--- src/hw/rtl/gtp_pkg.sv ---
// ----------------------------------------------------------------------------
// gtp_pkg
// Shared types, constants and helpers for the go-to-pose velocity controller.
// ----------------------------------------------------------------------------
package gtp_pkg;

  // sine polynomial coefficients (Q30) and pi in Q29
  localparam logic [30:0] POLY_A  = 31'd1686629713;
  localparam logic [29:0] POLY_B  = 30'd688904866;
  localparam logic [26:0] POLY_C  = 27'd76016977;
  localparam logic [30:0] PI_Q29  = 31'd1686629713;
  localparam logic [15:0] QUARTER = 16'h4000;

  localparam int unsigned SQRT_STEPS = 16;
  localparam int unsigned DIV_STEPS  = 31;
  localparam int unsigned CNT_W      = 5;

  localparam int unsigned IN_DATA_W  = 80;
  localparam int unsigned IN_USER_W  = 2;
  localparam int unsigned OUT_DATA_W = 48;
  localparam int unsigned OUT_USER_W = 3;
  localparam int unsigned CFG_ADDR_W = 3;
  localparam int unsigned CFG_DATA_W = 64;

  typedef enum logic [CFG_ADDR_W-1:0] {
    CFG_GOAL_POS,
    CFG_GOAL_YAW,
    CFG_GAINS,
    CFG_LIN_LIM,
    CFG_TURN_LIM,
    CFG_MIN_SPEED,
    CFG_POS_TOL,
    CFG_HEAD_TOL
  } cfg_idx_e;

  typedef enum logic [4:0] {
    OP_NONE,
    OP_TAKE,
    OP_RESTART,
    OP_INVALID,
    OP_CAPTURE,
    OP_SIN_INIT,
    OP_SIN_M1,
    OP_SIN_M2,
    OP_SIN_M3,
    OP_SIN_M4,
    OP_ROT_M1,
    OP_ROT_M2,
    OP_ROT_M3,
    OP_ROT_M4,
    OP_GOAL,
    OP_VX,
    OP_VY,
    OP_WZ1,
    OP_WZ2,
    OP_D2A,
    OP_D2B,
    OP_TOL,
    OP_SQA,
    OP_SQB,
    OP_CHK,
    OP_SQRT_INIT,
    OP_SQRT_STEP,
    OP_DIV_INIT,
    OP_DIV_STEP,
    OP_DIV_DONE,
    OP_FINISH
  } dp_op_e;

  typedef enum logic [4:0] {
    S_IDLE,
    S_DISPATCH,
    S_SIN_INIT,
    S_SIN_M1,
    S_SIN_M2,
    S_SIN_M3,
    S_SIN_M4,
    S_ROT_M1,
    S_ROT_M2,
    S_ROT_M3,
    S_ROT_M4,
    S_GOAL,
    S_VX,
    S_VY,
    S_WZ1,
    S_WZ2,
    S_D2A,
    S_D2B,
    S_TOL,
    S_SQA,
    S_SQB,
    S_CHK,
    S_SQRT_INIT,
    S_SQRT,
    S_DIV_INIT,
    S_DIV,
    S_DIV_DONE,
    S_FINISH
  } ctrl_state_e;

  // sel: cosine for sine ops, y component for divide ops
  typedef struct packed {
    dp_op_e op;
    logic   sel;
  } dp_cmd_t;

  typedef struct packed {
    logic restart;
    logic pose_valid;
    logic scale;
    logic out_busy;
  } dp_status_t;

  // limit to hi first, then to lo (lo wins when inverted)
  function automatic logic signed [15:0] clamp16(input logic signed [67:0] v,
                                                 input logic signed [15:0] hi,
                                                 input logic signed [15:0] lo);
    logic signed [67:0] t;
    t = v;
    if (t > 68'(hi)) t = 68'(hi);
    if (t < 68'(lo)) t = 68'(lo);
    return t[15:0];
  endfunction

  function automatic logic signed [31:0] sat32(input logic signed [36:0] v);
    logic signed [31:0] r;
    if (v > 37'sd2147483647) r = 32'sh7fffffff;
    else if (v < -37'sd2147483648) r = 32'sh80000000;
    else r = v[31:0];
    return r;
  endfunction

endpackage

--- src/hw/rtl/gtp_ctrl.sv ---
// ----------------------------------------------------------------------------
// gtp_ctrl
// Sequencer: steps the datapath through one item and owns the input handshake.
// ----------------------------------------------------------------------------
module gtp_ctrl (
  input  logic                clk_i,
  input  logic                rst_ni,
  input  logic                in_valid_i,
  output logic                in_ready_o,
  input  gtp_pkg::dp_status_t status_i,
  output gtp_pkg::dp_cmd_t    cmd_o
);
  import gtp_pkg::*;

  ctrl_state_e        state_q, state_d;
  logic [CNT_W-1:0]   cnt_q, cnt_d;
  logic               cos_q, cos_d;
  logic               rot2_q, rot2_d;
  logic               ysel_q, ysel_d;

  always_ff @(posedge clk_i or negedge rst_ni) begin
    if (!rst_ni) begin
      state_q <= S_IDLE;
      cnt_q   <= '0;
      cos_q   <= 1'b0;
      rot2_q  <= 1'b0;
      ysel_q  <= 1'b0;
    end else begin
      state_q <= state_d;
      cnt_q   <= cnt_d;
      cos_q   <= cos_d;
      rot2_q  <= rot2_d;
      ysel_q  <= ysel_d;
    end
  end

  always_comb begin
    state_d    = state_q;
    cnt_d      = cnt_q;
    cos_d      = cos_q;
    rot2_d     = rot2_q;
    ysel_d     = ysel_q;
    cmd_o.op   = OP_NONE;
    cmd_o.sel  = 1'b0;
    in_ready_o = 1'b0;
    unique case (state_q)
      S_IDLE: begin
        in_ready_o = 1'b1;
        if (in_valid_i) begin
          cmd_o.op = OP_TAKE;
          state_d  = S_DISPATCH;
        end
      end
      S_DISPATCH: begin
        if (status_i.restart) begin
          cmd_o.op = OP_RESTART;
          state_d  = S_FINISH;
        end else if (!status_i.pose_valid) begin
          cmd_o.op = OP_INVALID;
          state_d  = S_FINISH;
        end else begin
          cmd_o.op = OP_CAPTURE;
          cos_d    = 1'b0;
          rot2_d   = 1'b0;
          state_d  = S_SIN_INIT;
        end
      end
      S_SIN_INIT: begin cmd_o.op = OP_SIN_INIT; cmd_o.sel = cos_q; state_d = S_SIN_M1; end
      S_SIN_M1:   begin cmd_o.op = OP_SIN_M1;   cmd_o.sel = cos_q; state_d = S_SIN_M2; end
      S_SIN_M2:   begin cmd_o.op = OP_SIN_M2;   cmd_o.sel = cos_q; state_d = S_SIN_M3; end
      S_SIN_M3:   begin cmd_o.op = OP_SIN_M3;   cmd_o.sel = cos_q; state_d = S_SIN_M4; end
      S_SIN_M4: begin
        cmd_o.op  = OP_SIN_M4;
        cmd_o.sel = cos_q;
        cos_d     = !cos_q;
        state_d   = cos_q ? S_ROT_M1 : S_SIN_INIT;
      end
      S_ROT_M1: begin cmd_o.op = OP_ROT_M1; state_d = S_ROT_M2; end
      S_ROT_M2: begin cmd_o.op = OP_ROT_M2; state_d = S_ROT_M3; end
      S_ROT_M3: begin cmd_o.op = OP_ROT_M3; state_d = S_ROT_M4; end
      S_ROT_M4: begin
        cmd_o.op = OP_ROT_M4;
        rot2_d   = 1'b1;
        state_d  = rot2_q ? S_VX : S_GOAL;
      end
      S_GOAL: begin cmd_o.op = OP_GOAL; state_d = S_SIN_INIT; end
      S_VX:   begin cmd_o.op = OP_VX;   state_d = S_VY;  end
      S_VY:   begin cmd_o.op = OP_VY;   state_d = S_WZ1; end
      S_WZ1:  begin cmd_o.op = OP_WZ1;  state_d = S_WZ2; end
      S_WZ2:  begin cmd_o.op = OP_WZ2;  state_d = S_D2A; end
      S_D2A:  begin cmd_o.op = OP_D2A;  state_d = S_D2B; end
      S_D2B:  begin cmd_o.op = OP_D2B;  state_d = S_TOL; end
      S_TOL:  begin cmd_o.op = OP_TOL;  state_d = S_SQA; end
      S_SQA:  begin cmd_o.op = OP_SQA;  state_d = S_SQB; end
      S_SQB:  begin cmd_o.op = OP_SQB;  state_d = S_CHK; end
      S_CHK:  begin cmd_o.op = OP_CHK;  state_d = S_SQRT_INIT; end
      S_SQRT_INIT: begin
        ysel_d = 1'b0;
        if (status_i.scale) begin
          cmd_o.op = OP_SQRT_INIT;
          cnt_d    = CNT_W'(SQRT_STEPS - 1);
          state_d  = S_SQRT;
        end else begin
          state_d = S_FINISH;
        end
      end
      S_SQRT: begin
        cmd_o.op = OP_SQRT_STEP;
        cnt_d    = cnt_q - 1'b1;
        if (cnt_q == '0) state_d = S_DIV_INIT;
      end
      S_DIV_INIT: begin
        cmd_o.op  = OP_DIV_INIT;
        cmd_o.sel = ysel_q;
        cnt_d     = CNT_W'(DIV_STEPS - 1);
        state_d   = S_DIV;
      end
      S_DIV: begin
        cmd_o.op  = OP_DIV_STEP;
        cmd_o.sel = ysel_q;
        cnt_d     = cnt_q - 1'b1;
        if (cnt_q == '0) state_d = S_DIV_DONE;
      end
      S_DIV_DONE: begin
        cmd_o.op  = OP_DIV_DONE;
        cmd_o.sel = ysel_q;
        ysel_d    = 1'b1;
        state_d   = ysel_q ? S_FINISH : S_DIV_INIT;
      end
      S_FINISH: begin
        if (!status_i.out_busy) begin
          cmd_o.op = OP_FINISH;
          state_d  = S_IDLE;
        end
      end
      default: state_d = S_IDLE;
    endcase
  end

endmodule

--- config.mk ---
export PLATFORM = sky130hd
export DESIGN_NAME = gtp_ctrl
export DESIGN_NICKNAME = d
export VERILOG_FILES = /design/src/hw/rtl/gtp_pkg.sv /design/src/hw/rtl/gtp_ctrl.sv
export SDC_FILE = /design/constraint.sdc
export NUM_CORES = 1
export LEC_CHECK = 0
export BUFFER_PORTS_ARGS = -buffer_cell sky130_fd_sc_hd__buf_2
export CAP_MARGIN = 5
export CORE_ASPECT_RATIO = 1.75
export CORE_MARGIN = 1
export CORE_UTILIZATION = 45
export CTS_CLUSTER_DIAMETER = 100
export CTS_CLUSTER_SIZE = 10
export DETAILED_ROUTE_END_ITERATION = 16
export GPL_TIMING_DRIVEN = 1
export HOLD_SLACK_MARGIN = 0.06
export SLEW_MARGIN = 20
export SYNTH_ARGS = -nofsm -noshare
export SYNTH_HDL_FRONTEND = slang
export SYNTH_SLANG_ARGS = --single-unit
--- constraint.sdc ---
create_clock -name clk_i -period 4.8 [get_ports clk_i]
set_input_delay 0 -clock clk_i [delete_from_list [all_inputs] [get_ports clk_i]]
set_output_delay 0 -clock clk_i [all_outputs]
set_load 0.01 [all_outputs]
Word-level counts from Yosys, hierarchy flattened
Cells that the tools add are included.
Word-level totals
  register bits: 13
  bits in latches: 0
  RAM bits: 0
  bits in read-only memories: 0
  input bits: 7
  output and inout bits: 7
  logic and storage cells: 80
  memories: 0
Cells by class
  $add $sub $neg: 1
  $mul: 0
  div/mod/pow operators: 0
  magnitude comparators: 0
  equal/unequal tests: 34
  shift operators: 0
  multiplexer cells: 26
  bitwise operators: 0
  reductions and logical operators: 14
Operators by type and width (number)
  $pmux 5 s28: 2
  $eq 5x5->1 const B: 12
  $mux 5: 9
  $eq 5x4->1 const B: 8
  $eq 5x3->1 const B: 4
  $pmux 5 s3: 1
  $ne 2x2->1 const B: 7
  $mux 3: 4
  $eq 5x2->1 const B: 2
  $logic_not 5->1: 2
  $pmux 1 s2: 4
  $reduce_and 3->1: 2
  $reduce_bool 2->1: 3
  $eq 5x1->1 const B: 1
  $reduce_or 5->1: 1
  $sub 5x1->5 const B: 1
  $mux 1: 4
  $mux 4: 1
  $reduce_and 4->1: 1
  $reduce_bool 3->1: 1
  $reduce_or 3->1: 1
  $mux 2: 1
  $reduce_and 2->1: 1
  $reduce_or 2->1: 1
  $logic_not 1->1: 1

Logic depth before layout (Yosys ltp)
Gate-level depths: netlist (run 1).
  depth after elaboration: 4
  gate-level depth with buffers: 7
  depth with buffers taken out: 7

Worst setup path before layout (run 1)
Ideal clock, no wire load.
  path type: register -> register
  start point: register cnt_q[0]
  end point: register state_q[4]
  library setup time: 0.077 ns
  arrival time: 1.457 ns
  data required time: 4.723 ns
  slack: 3.266 ns
  stages on the path, launching flop included: 8
  buffers on the path: 0
  path through: dfrtp_1 inv_1 ha_1 nor3b_1 nor2b_1 o22a_4 o311ai_4 o21ai_1
On the way
  longest elaborated chain between the ends: 3
  elaborated cells on any way between the ends: 4
  classes of those cells: 2 x eq/ne; 2 x reduce/logical
Ends and longest elaborated chain
  start: declaration: line gtp_ctrl.sv:16  | logic [CNT_W-1:0] cnt_q, cnt_d;
  start signal: assignment: line gtp_ctrl.sv:30  | cnt_q <= cnt_d;
  $logic_not 5->1 *: line gtp_ctrl.sv:110, gtp_ctrl.sv:122
  $ne 2x2->1 (no source line)
  $reduce_and 4->1 (no source line) *
  end signal: assignment: line gtp_ctrl.sv:29  | state_q <= state_d;
  end: declaration: line gtp_ctrl.sv:15  | ctrl_state_e state_q, state_d;
Every way passes the cells marked *; elsewhere a longest branch is shown, timed or not.
A chain may end at the register's enable or synchronous reset.

==> results of run 1 <==
==> timing repair <==
item,4_1_cts,5_1_grt
hold endpoints to repair,13,0
resized for setup,0,0
buffers inserted,0,0
hold buffers,1,0
==> layout make-up <==
| class | instances | area, sq um | share of cell area, % |
|---|---|---|---|
| multi-input cells | 132 | 815 | 61.2 |
| inverters | 10 | 37.5 | 2.82 |
| clock buffers | 4 | 45.0 | 3.38 |
| flip-flops and latches | 13 | 325 | 24.4 |
| repair buffers | 14 | 75.1 | 5.64 |
| well taps | 27 | 33.8 | 2.54 |
==> routing by layer <==
metal	vias up	share of wire, %	track usage (%)
met5	-	0	0
met4	0	4.0	16.8
met3	16	5.1	2.27
met2	70	52	42.2
met1	599	39	27.2
li1	630	-	-
==> power by group through the flow <==
stage               clock network (W)  logic, W  registers (W)
floorplan                           0  0.000544       0.000188
global placement                    0  0.000531       0.000318
detailed placement                  0  0.000533       0.000316
CTS                         0.0000950  0.000537       0.000314
global route                 0.000102  0.000607       0.000334
finish                      0.0000932  0.000541       0.000319
==> state kept, by name, summed over array words and instances, names as in the netlist <==
signal / count
cnt_q: 5
cos_q: 1
rot2_q: 1
state_q: 5
ysel_q: 1
==> through the flow <==
step / setup slack (ns) / instances
5_1_grt: 2.33 / 200
2_1_floorplan: 3.27 / 168
4_1_cts: 2.52 / 200
6_report: 2.47 / 200
3_5_place_dp: 2.66 / 195
3_3_place_gp: 2.71 / 195
==> logic make-up after synthesis <==
| kind of cell | synth area share (%) |
|---|---|
| fa+ha+maj | 1.00 |
| xor+xnor | 0.700 |
| compound gates | 33.8 |
| buf+inv | 8.90 |
| mux | 0.800 |
| flops | 26.0 |
| simple gates | 28.8 |
==> cells in the mapped netlist, types with 5 or more instances <==
cell	count	area, sq um
sky130_fd_sc_hd__buf_2	5	25.0
sky130_fd_sc_hd__dfrtp_1	13	325
sky130_fd_sc_hd__nand3_1	5	25.0
sky130_fd_sc_hd__o21ai_0	10	50.1
sky130_fd_sc_hd__inv_1	7	26.3
sky130_fd_sc_hd__a21oi_1	15	75.1
sky130_fd_sc_hd__nand2_1	19	71.3
sky130_fd_sc_hd__nor2_1	13	48.8
sky130_fd_sc_hd__nor3_1	7	35.0
sky130_fd_sc_hd__o22ai_1	7	43.8
==> cell usage in the layout, fill, tap and decap left out, drive strengths merged, types with 2 or more instances in the layout <==
master	n
buf	13
nand3	5
nor3b	2
a221oi	2
nor2b	2
a211oi	2
a31oi	4
or3	4
clkbuf	4
and2	2
nor4	3
or2	2
nor2	14
nand2b	4
a21oi	15
a2111oi	2
and3	2
dfrtp	13
o22ai	7
o221ai	3
nand2	19
o21ai	14
nor3	7
inv	9
==> worst register-to-register path, cell delays in order, from the launching register on <==
cell and delay [ns]:
sky130_fd_sc_hd__dfrtp_1 0.97, sky130_fd_sc_hd__nor2_1 0.19, sky130_fd_sc_hd__a2111oi_0 0.48, sky130_fd_sc_hd__a211oi_1 0.10
sky130_fd_sc_hd__nor4_1 0.24, sky130_fd_sc_hd__o21ai_1 0.09
==> final timing paths <==
| path | endpoint | depth (start not counted) |
|---|---|---|
| max | cmd_o[3] | 5 |
| min | state_q[3]$_DFFE_PN0P_ | 2 |
| max reg2reg | state_q[0]$_DFFE_PN0P_ | 5 |
| min reg2reg | cnt_q[4]$_DFFE_PN0P_ | 1 |
| max in group asynchronous | cnt_q[4]$_DFFE_PN0P_ | 2 |
| min in group clk_i | state_q[4]$_DFFE_PN0P_ | 4 |
==> metrics.yaml, run 1 <==
flow_run:
  max-cap-violations: 0
clocking:
  cts-buffers-inserted: 3
  worst_setup_hold_path_clk_slew_ns: 0.05
  cts-root-buf: "sky130_fd_sc_hd__clkbuf_8"
  ctsLongestPathBuffers: 2
  tritoncts: "built"
  clock_sinks: 13
  clock_insertion_delay_worst_skew_ns: 0.24
  cts_max_level: 1
critical_path:
  timing.rr.start: "state_q[0]$_DFFE_PN0P_"
  worst-endpoint-required_ns: 4.80
  path_delay_family: "flip-flops"
  endpoint_kind: "primary output"
  critPathArrivalTime_ns: 2.33
  critical_path_class: "reg -> out"
  path_max_fanout: 21
  r2r_slack_ns: 2.61
  cpMaxStageDelayCell: "sky130_fd_sc_hd__dfrtp_1"
  timing.critical_path.cells: "clkinv_1, nand2_1, o22ai_1, or3_1, buf_2"
  timing.critical_path.from_type: "flop"
  cp_num_buf_inv: 2
  cp-startpoint: "state_q[3]$_DFFE_PN0P_"
  cp_slowest_stage_delay_ns: 0.79
grt:
  number_of_global_route_vias_before_repair: 1297
  groute.usage.overall_pct: 24.3
  antenna_found_initial: 0
  largest_net_degree_at_the_start_of_global_routing: 31
  gr-total-overflow: 0
  first_pass_grt_wire_length_mm: 5.73
sta:
  final-max-slew-violation-count: 0
  worst-slew-pin-transition_ns: 0.958
  final.setup_skew_ns: 0.00170
  finalSetupViolations: 0
  finalCriticalPeriod_ns: 2.33
  maxSlewHeadroom_pct: 36.1
  rsz0062_at_grt: "no"
  maxClockFrequency_mhz: 429
  finalHoldViolCount: 0
  post-route-period-util_pct: 48.6
  hold-worst-slack_ns: 0.176
  setup_total_negative_slack_ns: 0
routing:
  route.detailed.drc: 0
  drt-wirelength-per-cell_um: 17.0
  drtIter0Drc: 66
  routed_via_density: 6.58
  via_count: 1315
  firstDrtPassIters: 4
  detail-route-antenna-nets: 0
  totalWireLength_mm: 3.40
pwr:
  clock_power_share_pct: 9.8
  internal_power_w: 0.000450
  seqPwrFrac_pct: 33.5
  power_density_mw_per_mm2: 716
  combPwrFrac_pct: 56.7
  design_power_w: 0.000953
  netSwitchingFraction_pct: 52.8
  cellLeakagePower_nw: 0.530
  switch_pwr_w: 0.000503
  irDropWorstVdd_v: 0.000411
finish:
  post_route_cells_drive_above_1_share_pct: 16.2
  antenna_cells_inserted: 0
  layout.nets: 182
  finish.utilization_pct: 50.1
  area.growth.synth_to_final_pct: 6.40
  fillCellCount: 259
  final_area_sq_mm: 0.00133
logic_synthesis:
  yosys_warnings: 0
  synthesis.area_per_instance_sq_um: 7.45
  synth-seq-area-share_pct: 26.0
  ys_seq_elements: 13
  async_reset_ff_share_pct: 100
  most_common_flop_cell_mapped_by_yosys: "sky130_fd_sc_hd__dfrtp_1"
  netlist-cell-type-count: 50
  syn_area_sq_mm: 0.00125
  synth_enable_flop_cells: 0
  number_of_instances_in_the_synthesized_netlist: 168
  syn-num-nets: 176
floorplanning:
  floorplan.rows: 25
  initial_utilization_pct: 47.1
  die_boundary_height_um: 71.8
  io-pin-count: 14
  placeableCoreArea_sq_mm: 0.00266
  chipWidth_um: 41.9
  die-area_sq_mm: 0.00300
min_path:
  worst_hold_path_type: "in -> async"
status:
  run_status: "finished clean"
placed_design:
  detailed_place_hpwl_mm: 2.49
  dpl_cell_area_sq_mm: 0.00128
  port-buffer-count: 13
  place_congestion: 0.885
(Power assumes the default switching activity.)
==> run 2, diff against run 1 <==
- ABC_AREA: not set -> 1
- PLACE_DENSITY: not set -> 0.66
- clock period: 4.8 -> 2 ns (I/O delays scaled with it)
==> run 2 against run 1 <==
Worst hold slack lost 0.0052 ns; worst setup slack worse by 2.3 ns; flip-flop and latch count did not move; core utilization rose by 3.4 points; combinational power rose to 3.1 times the previous value; register-to-register slack lost 2.2 ns; die area rose by 4.0%; largest power group unchanged; highest routed layer unchanged.
==> metrics.yaml, run 2 <==
status:
  run_status: "finished clean"
critical_path:
  path_max_fanout: 7
  timing.critical_path.from_type: "flop"
  endpoint_kind: "primary output"
  r2r_slack_ns: 0.38
  cp_slowest_stage_delay_ns: 0.51
  crit_top_cell: "sky130_fd_sc_hd__nand2_1"
  regToRegEndpoint: "state_q[0]$_DFFE_PN0P_"
  cp-startpoint: "state_q[2]$_DFFE_PN0P_"
  timing.rr.start: "state_q[4]$_DFFE_PN0P_"
  timing.critical_path.cells: "inv_1, nor2_1, nand3_1, nand2_1, nand3b_1, nand2_1, o21ai_0, buf_2"
  critical_path_class: "reg -> out"
  cpMaxStageDelayCell: "sky130_fd_sc_hd__dfrtp_2"
  worst-endpoint-required_ns: 2.00
  critPathArrivalTime_ns: 1.83
  reg2regPathDepth: 9
sta:
  post-route-period-util_pct: 91.6
  setup_total_negative_slack_ns: 0
  fin_ws_ns: 0.169
  finalSetupViolations: 0
  finalHoldViolCount: 0
  maxSlewHeadroom_pct: 79.2
  maxClockFrequency_mhz: 546
  final.setup_skew_ns: 0.00265
  hold-worst-slack_ns: 0.171
  worst-slew-pin-transition_ns: 0.309
  rsz0062_at_grt: "no"
  final-max-slew-violation-count: 0
  finalCriticalPeriod_ns: 1.83
routing:
  detail-route-antenna-nets: 0
  firstDrtPassIters: 4
  routed_via_density: 5.66
  route.detailed.drc: 0
  via_count: 1522
  drt-wirelength-per-cell_um: 15.6
  drtIter0Drc: 57
  totalWireLength_mm: 4.19
logic_synthesis:
  synthesis.area_per_instance_sq_um: 5.77
  syn_area_sq_mm: 0.00130
  synth_fa_ha_area_share_pct: 0.960
  yosys_warnings: 0
  synth_top_family_by_area: "simple AND/OR/NAND/NOR gates"
  synth_enable_flop_cells: 0
  leading_post_synthesis_cells_by_instance_count: "sky130_fd_sc_hd__nand2_1 (81), sky130_fd_sc_hd__nor2_1 (32), sky130_fd_sc_hd__nand3_1 (25)"
  synth_top_area_share_pct: 25.0
  post_synth_mux_area_share_pct: 0
  netlist-cell-type-count: 27
  top_count_cell_post_synth: "sky130_fd_sc_hd__nand2_1"
  syn-num-nets: 234
  synth_compound_gate_area_share_pct: 7.58
  number_of_instances_in_the_synthesized_netlist: 226
  synth-seq-area-share_pct: 25.0
  synthXorXnorAreaFrac_pct: 1.34
  ys_seq_elements: 13
  synth_simple_gate_area_share_pct: 55.5
  netlist_top_cells_area: "sky130_fd_sc_hd__dfrtp_1 (25%), sky130_fd_sc_hd__nand2_1 (23%), sky130_fd_sc_hd__nand3_1 (9.6%)"
  async_reset_ff_share_pct: 100
  most_common_flop_cell_mapped_by_yosys: "sky130_fd_sc_hd__dfrtp_1"
  synth_area_leader_cell: "sky130_fd_sc_hd__dfrtp_1"
finish:
  antenna_cells_inserted: 0
  final-instance-count-excl-fill: 269
  layout.nets: 251
  finish.utilization_pct: 53.5
  most_frequent_standard_cell_in_the_layout_excluding_fill_and_tap_cells: "sky130_fd_sc_hd__nand2_1"
  top_registers: "cnt_q: 5 flops, state_q: 5 flops"
  post_route_cells_drive_above_1_share_pct: 15.3
  area.growth.synth_to_final_pct: 11.6
  layout_common_cells: "sky130_fd_sc_hd__nand2_1 (81), sky130_fd_sc_hd__nor2_1 (30), sky130_fd_sc_hd__nand3_1 (25)"
  fillCellCount: 320
grt:
  antenna_found_initial: 0
  groute.usage.overall_pct: 28.9
  first_pass_grt_wire_length_mm: 6.57
  largest_net_degree_at_the_start_of_global_routing: 14
  number_of_global_route_vias_before_repair: 1466
  gr-total-overflow: 0
min_path:
  worst_hold_path_type: "in -> async"
placed_design:
  port-buffer-count: 13
  place_congestion: 1.09
  placement.setup.worst_slack_ns: 0.266
  dp_cells: 264
  detailed_place_hpwl_mm: 3.49
pwr:
  irDropWorstVdd_v: 0.000768
  power_density_mw_per_mm2: 1710
  cellLeakagePower_nw: 0.840
clocking:
  postCtsSetupRepairBufs: 0
  tritoncts: "built"
  cts-buffers-inserted: 3
  worst_setup_hold_path_clk_slew_ns: 0.05
  clock_sinks: 13
  cts_max_level: 1
  cts-root-buf: "sky130_fd_sc_hd__clkbuf_8"
  ctsLongestPathBuffers: 2
  clock_insertion_delay_worst_skew_ns: 0.25
floorplanning:
  io-pin-count: 14
  die-area_sq_mm: 0.00313
  die_boundary_height_um: 73.2
  placeableCoreArea_sq_mm: 0.00272
  initial_utilization_pct: 47.9
  chipWidth_um: 42.7
  floorplan.rows: 25
flow_run:
  max-cap-violations: 0
-- run 2: cell count changes after synthesis, moves of 5 or more --
| cell | previous run | this run |
|---|---|---|
| sky130_fd_sc_hd__a21oi_1 | 15 | 6 |
| sky130_fd_sc_hd__inv_1 | 7 | 24 |
| sky130_fd_sc_hd__nand2_1 | 19 | 81 |
| sky130_fd_sc_hd__nand3_1 | 5 | 25 |
| sky130_fd_sc_hd__nor2_1 | 13 | 32 |
| sky130_fd_sc_hd__o21ai_0 | 10 | 5 |
| sky130_fd_sc_hd__o22ai_1 | 7 | 0 |
-- run 2: cell families after synthesis --
logic type                 after synthesis
xor gates and xnor gates                 2
AOI/OAI and AO/OA                       18
adders and majority gates                1
and+or+nand+nor                        161
DFF                                     13
buffers and inverters                   31
-- run 2: power by group --
group / switching [W] / internal (W) / leakage [nW] / total, W
Clock: 0.0000927 / 0.000141 / 0.0228 / 0.000233
Sequential: 0.000157 / 0.000402 / 0.155 / 0.000559
Combinational: 0.00113 / 0.000568 / 0.662 / 0.00170
Total: 0.00138 / 0.00111 / 0.840 / 0.00249
-- run 2: critical path: cells and delay by family (launching register included) --
family	cells	cell delay (ns)
and+or+nand+nor	5	0.77
DFF	1	0.51
buffers and inverters	2	0.26
AOI/OAI and AO/OA	1	0.06
-- run 2: area by class of cell --
cell class                 count  area (sq um)  share of cell area (%)
timing repair buffer          15          82.6                    5.67
tap                           27          33.8                    2.32
clock buffer                   4          45.0                    3.10
inverter                      28           105                    7.22
sequential                    13           327                    22.4
multi-input combinational    182           862                    59.2
-- run 2: timing repair --
item / CTS / global route
hold endpoints to repair: 13 / 0
setup endpoints to repair: 0 / 4
gates resized for setup: 0 / 4
hold buffers: 1 / 0
-- run 2: metal layers --
metal  up-vias  GRT usage, %  routed length, um
met2        55          52.0               2240
met4         0          27.4                357
met5         -             0                  0
met3        31          2.97                146
li1        754             -                  -
met1       682          27.1               1440
-- run 2: worst max path at each step --
stage               slack [ns]  depth (start not counted)                endpoint
floorplan                 0.58                          6  state_q[0]$_DFFE_PN0P_
global placement          0.12                          9  state_q[0]$_DFFE_PN0P_
detailed placement        0.27                          9  state_q[0]$_DFFE_PN0P_
CTS                       0.07                          8                cmd_o[0]
global route              0.02                          9                cmd_o[0]
finish                    0.17                          8                cmd_o[0]
-- run 2: stage by stage --
| stage | area [sq um] | power, W |
|---|---|---|
| floorplan | 1300 | 0.00173 |
| global placement | 1390 | 0.00226 |
| detailed placement | 1390 | 0.00222 |
| CTS | 1440 | 0.00246 |
| global route | 1460 | 0.00270 |
| finish | 1460 | 0.00249 |
==> run 3, diff against run 2 <==
- clock period: 2 -> 1.65 ns (I/O delays scaled with it)
==> run 3 against run 2 <==
The run now ends with setup timing left; core utilization is 15 points higher; register-to-register slack lost 0.38 ns; final cell count grew 13%; clock power grew 20%; largest power group unchanged; sequential power is 21% higher; first-iteration DRC count up 30%; highest routed layer unchanged; sequential share of layout area down 4.9 points; non-clock buffer count rose by 34; total power grew 53%; worst hold slack improved by 0.012 ns; final area up 29%; combinational power increased by 68%.
==> metrics.yaml, run 3 (synthesis results as in run 2) <==
status:
  run_status: "finished with violations"
  failing_checks: "setup timing"
critical_path:
  cp_num_buf_inv: 4
  critical_path_class: "reg -> out"
  endpoint_kind: "primary output"
  path_max_fanout: 8
  worst-endpoint-required_ns: 1.65
  reg2regPathDepth: 10
  path_delay_family: "flip-flops"
  path_depth: 9
  cpMaxStageDelayCell: "sky130_fd_sc_hd__dfrtp_2"
  cp_slowest_stage_delay_ns: 0.49
  timing.critical_path.from_type: "flop"
  critPathArrivalTime_ns: 1.72
  timing.critical_path.cells: "inv_4, buf_6, nor2_8, buf_4, nand2_1, a21oi_1, nor2_1, nand3_1, buf_2"
clocking:
  cts-buffers-inserted: 3
  tritoncts: "built"
  ctsLongestPathBuffers: 2
  clock_insertion_delay_worst_skew_ns: 0.24
  clock_sinks: 13
  worst_setup_hold_path_clk_slew_ns: 0.05
  cts_max_level: 1
  cts-root-buf: "sky130_fd_sc_hd__clkbuf_8"
grt:
  groute.usage.overall_pct: 32.8
  number_of_global_route_vias_before_repair: 1586
  grt_use_met2_pct: 57.4
  groute.layer.met1.usage_pct: 33.8
  largest_net_degree_at_the_start_of_global_routing: 14
  first_pass_grt_wire_length_mm: 7.40
  antenna_found_initial: 0
  met3_usage_pct: 2.72
  gr-total-overflow: 0
  gr-max-usage-layer: "met2"
sta:
  post-route-period-util_pct: 104
  finalSetupViolations: 6
  finalCriticalPeriod_ns: 1.72
  maxSlewHeadroom_pct: 80.2
  maxClockFrequency_mhz: 582
  final.setup_skew_ns: 0.00118
  fin_ws_ns: -0.0676
  rsz0062_at_grt: "yes"
  worst-slew-pin-transition_ns: 0.298
  finalHoldViolCount: 0
  final-max-slew-violation-count: 0
finish:
  finish.utilization_pct: 68.8
  layout.nets: 285
  area.growth.synth_to_final_pct: 43.7
  antenna_cells_inserted: 0
  most_frequent_standard_cell_in_the_layout_excluding_fill_and_tap_cells: "sky130_fd_sc_hd__nand2_1"
  post_route_cells_drive_above_1_share_pct: 35.5
  final_area_sq_mm: 0.00187
  top_registers: "cnt_q: 5 flops, state_q: 5 flops"
  layout_common_cells: "sky130_fd_sc_hd__nand2_1 (73), sky130_fd_sc_hd__buf_4 (32), sky130_fd_sc_hd__inv_1 (22), sky130_fd_sc_hd__nor2_1 (22), sky130_fd_sc_hd__nand3_1 (22)"
floorplanning:
  floorplan.rows: 25
  initial_utilization_pct: 47.9
  placeableCoreArea_sq_mm: 0.00272
  die-area_sq_mm: 0.00313
  chipWidth_um: 42.7
  die_boundary_height_um: 73.2
  io-pin-count: 14
min_path:
  worst_hold_path_type: "in -> async"
placed_design:
  dpl_cell_area_sq_mm: 0.00160
  detailed_place_hpwl_mm: 3.70
  port-buffer-count: 13
  place_congestion: 0.948
routing:
  firstDrtPassIters: 4
  routed_via_density: 5.57
  detail-route-antenna-nets: 0
  totalWireLength_mm: 4.78
  drt-wirelength-per-cell_um: 15.8
  drtIter0Drc: 74
  route.detailed.drc: 0
  via_count: 1688
pwr:
  irDropWorstVdd_v: 0.00152
  cellLeakagePower_nw: 1.04
  power_density_mw_per_mm2: 2040
flow_run:
  max-cap-violations: 0
run 3: changes by cell type in the layout (fill, tap and decap cells not counted), moves of 3 or more:
cell | previous run | this run
sky130_fd_sc_hd__buf_6 | 0 | 3
sky130_fd_sc_hd__nor3_1 | 6 | 3
sky130_fd_sc_hd__inv_4 | 0 | 3
sky130_fd_sc_hd__nor2_1 | 30 | 22
sky130_fd_sc_hd__nor3_2 | 1 | 4
sky130_fd_sc_hd__nand2_4 | 2 | 6
sky130_fd_sc_hd__nand3_1 | 25 | 22
sky130_fd_sc_hd__buf_4 | 1 | 32
sky130_fd_sc_hd__nor2_4 | 2 | 10
sky130_fd_sc_hd__nand2_1 | 81 | 73
sky130_fd_sc_hd__nand2_2 | 3 | 7
run 3: power by group:
| group | switching (W) | internal (W) |
|---|---|---|
| logic | 0.00171 | 0.00116 |
| registers | 0.000184 | 0.000493 |
| clock network | 0.000108 | 0.000170 |
| total | 0.00200 | 0.00182 |
run 3: final cells by class:
| type | count | area [sq um] |
|---|---|---|
| Timing Repair Buffer | 49 | 349 |
| Sequential cell | 13 | 329 |
| Multi-Input combinational cell | 182 | 1000 |
| Clock buffer | 4 | 45.0 |
| Inverter | 28 | 113 |
| Fill cell | 247 | 848 |
| Tap cell | 27 | 33.8 |
run 3: repair_timing:
item                                    in CTS  in global routing
hold endpoints to repair                    13                  0
resized for setup                           18                 33
hold buffers                                 1                  0
cloned                                       0                  0
endpoints found under the setup margin       7                 13
buffers inserted                             2                  4
pin swaps                                    2                  8
run 3: routing by layer:
| layer | routed length (um) | up-vias |
|---|---|---|
| met5 | 0 | - |
| met4 | 394 | 0 |
| met1 | 1660 | 771 |
| li1 | - | 821 |
| met3 | 163 | 30 |
| met2 | 2560 | 66 |
run 3: worst paths after layout:
check	start	to	slack (ns)
worst max register to register	state_q[3]$_DFFE_PN0P_	cnt_q[2]$_DFFE_PN0P_	0
worst max-delay path	state_q[3]$_DFFE_PN0P_	cmd_o[3]	-0.07
max in group asynchronous	rst_ni	state_q[1]$_DFFE_PN0P_	1.22
worst min register to register	rot2_q$_DFFE_PN0P_	rot2_q$_DFFE_PN0P_	0.48
min in group clk_i	in_valid_i	state_q[3]$_DFFE_PN0P_	0.22
worst min-delay path	rst_ni	cnt_q[1]$_DFFE_PN0P_	0.18
run 3: through the flow:
step / setup WS, ns / total power, W / cells / hold WS (ns) / setup TNS [ns]
3_5_place_dp: 0.000278 / 0.00308 / 292 / -0.100 / 0
6_report: -0.0676 / 0.00382 / 303 / 0.183 / -0.205
4_1_cts: 0.00410 / 0.00347 / 299 / 0.171 / 0
5_1_grt: -0.113 / 0.00411 / 303 / 0.216 / -0.766
3_3_place_gp: -0.0639 / 0.00308 / 292 / -0.101 / -0.0639
2_1_floorplan: 0.227 / 0.00210 / 226 / -0.296 / 0
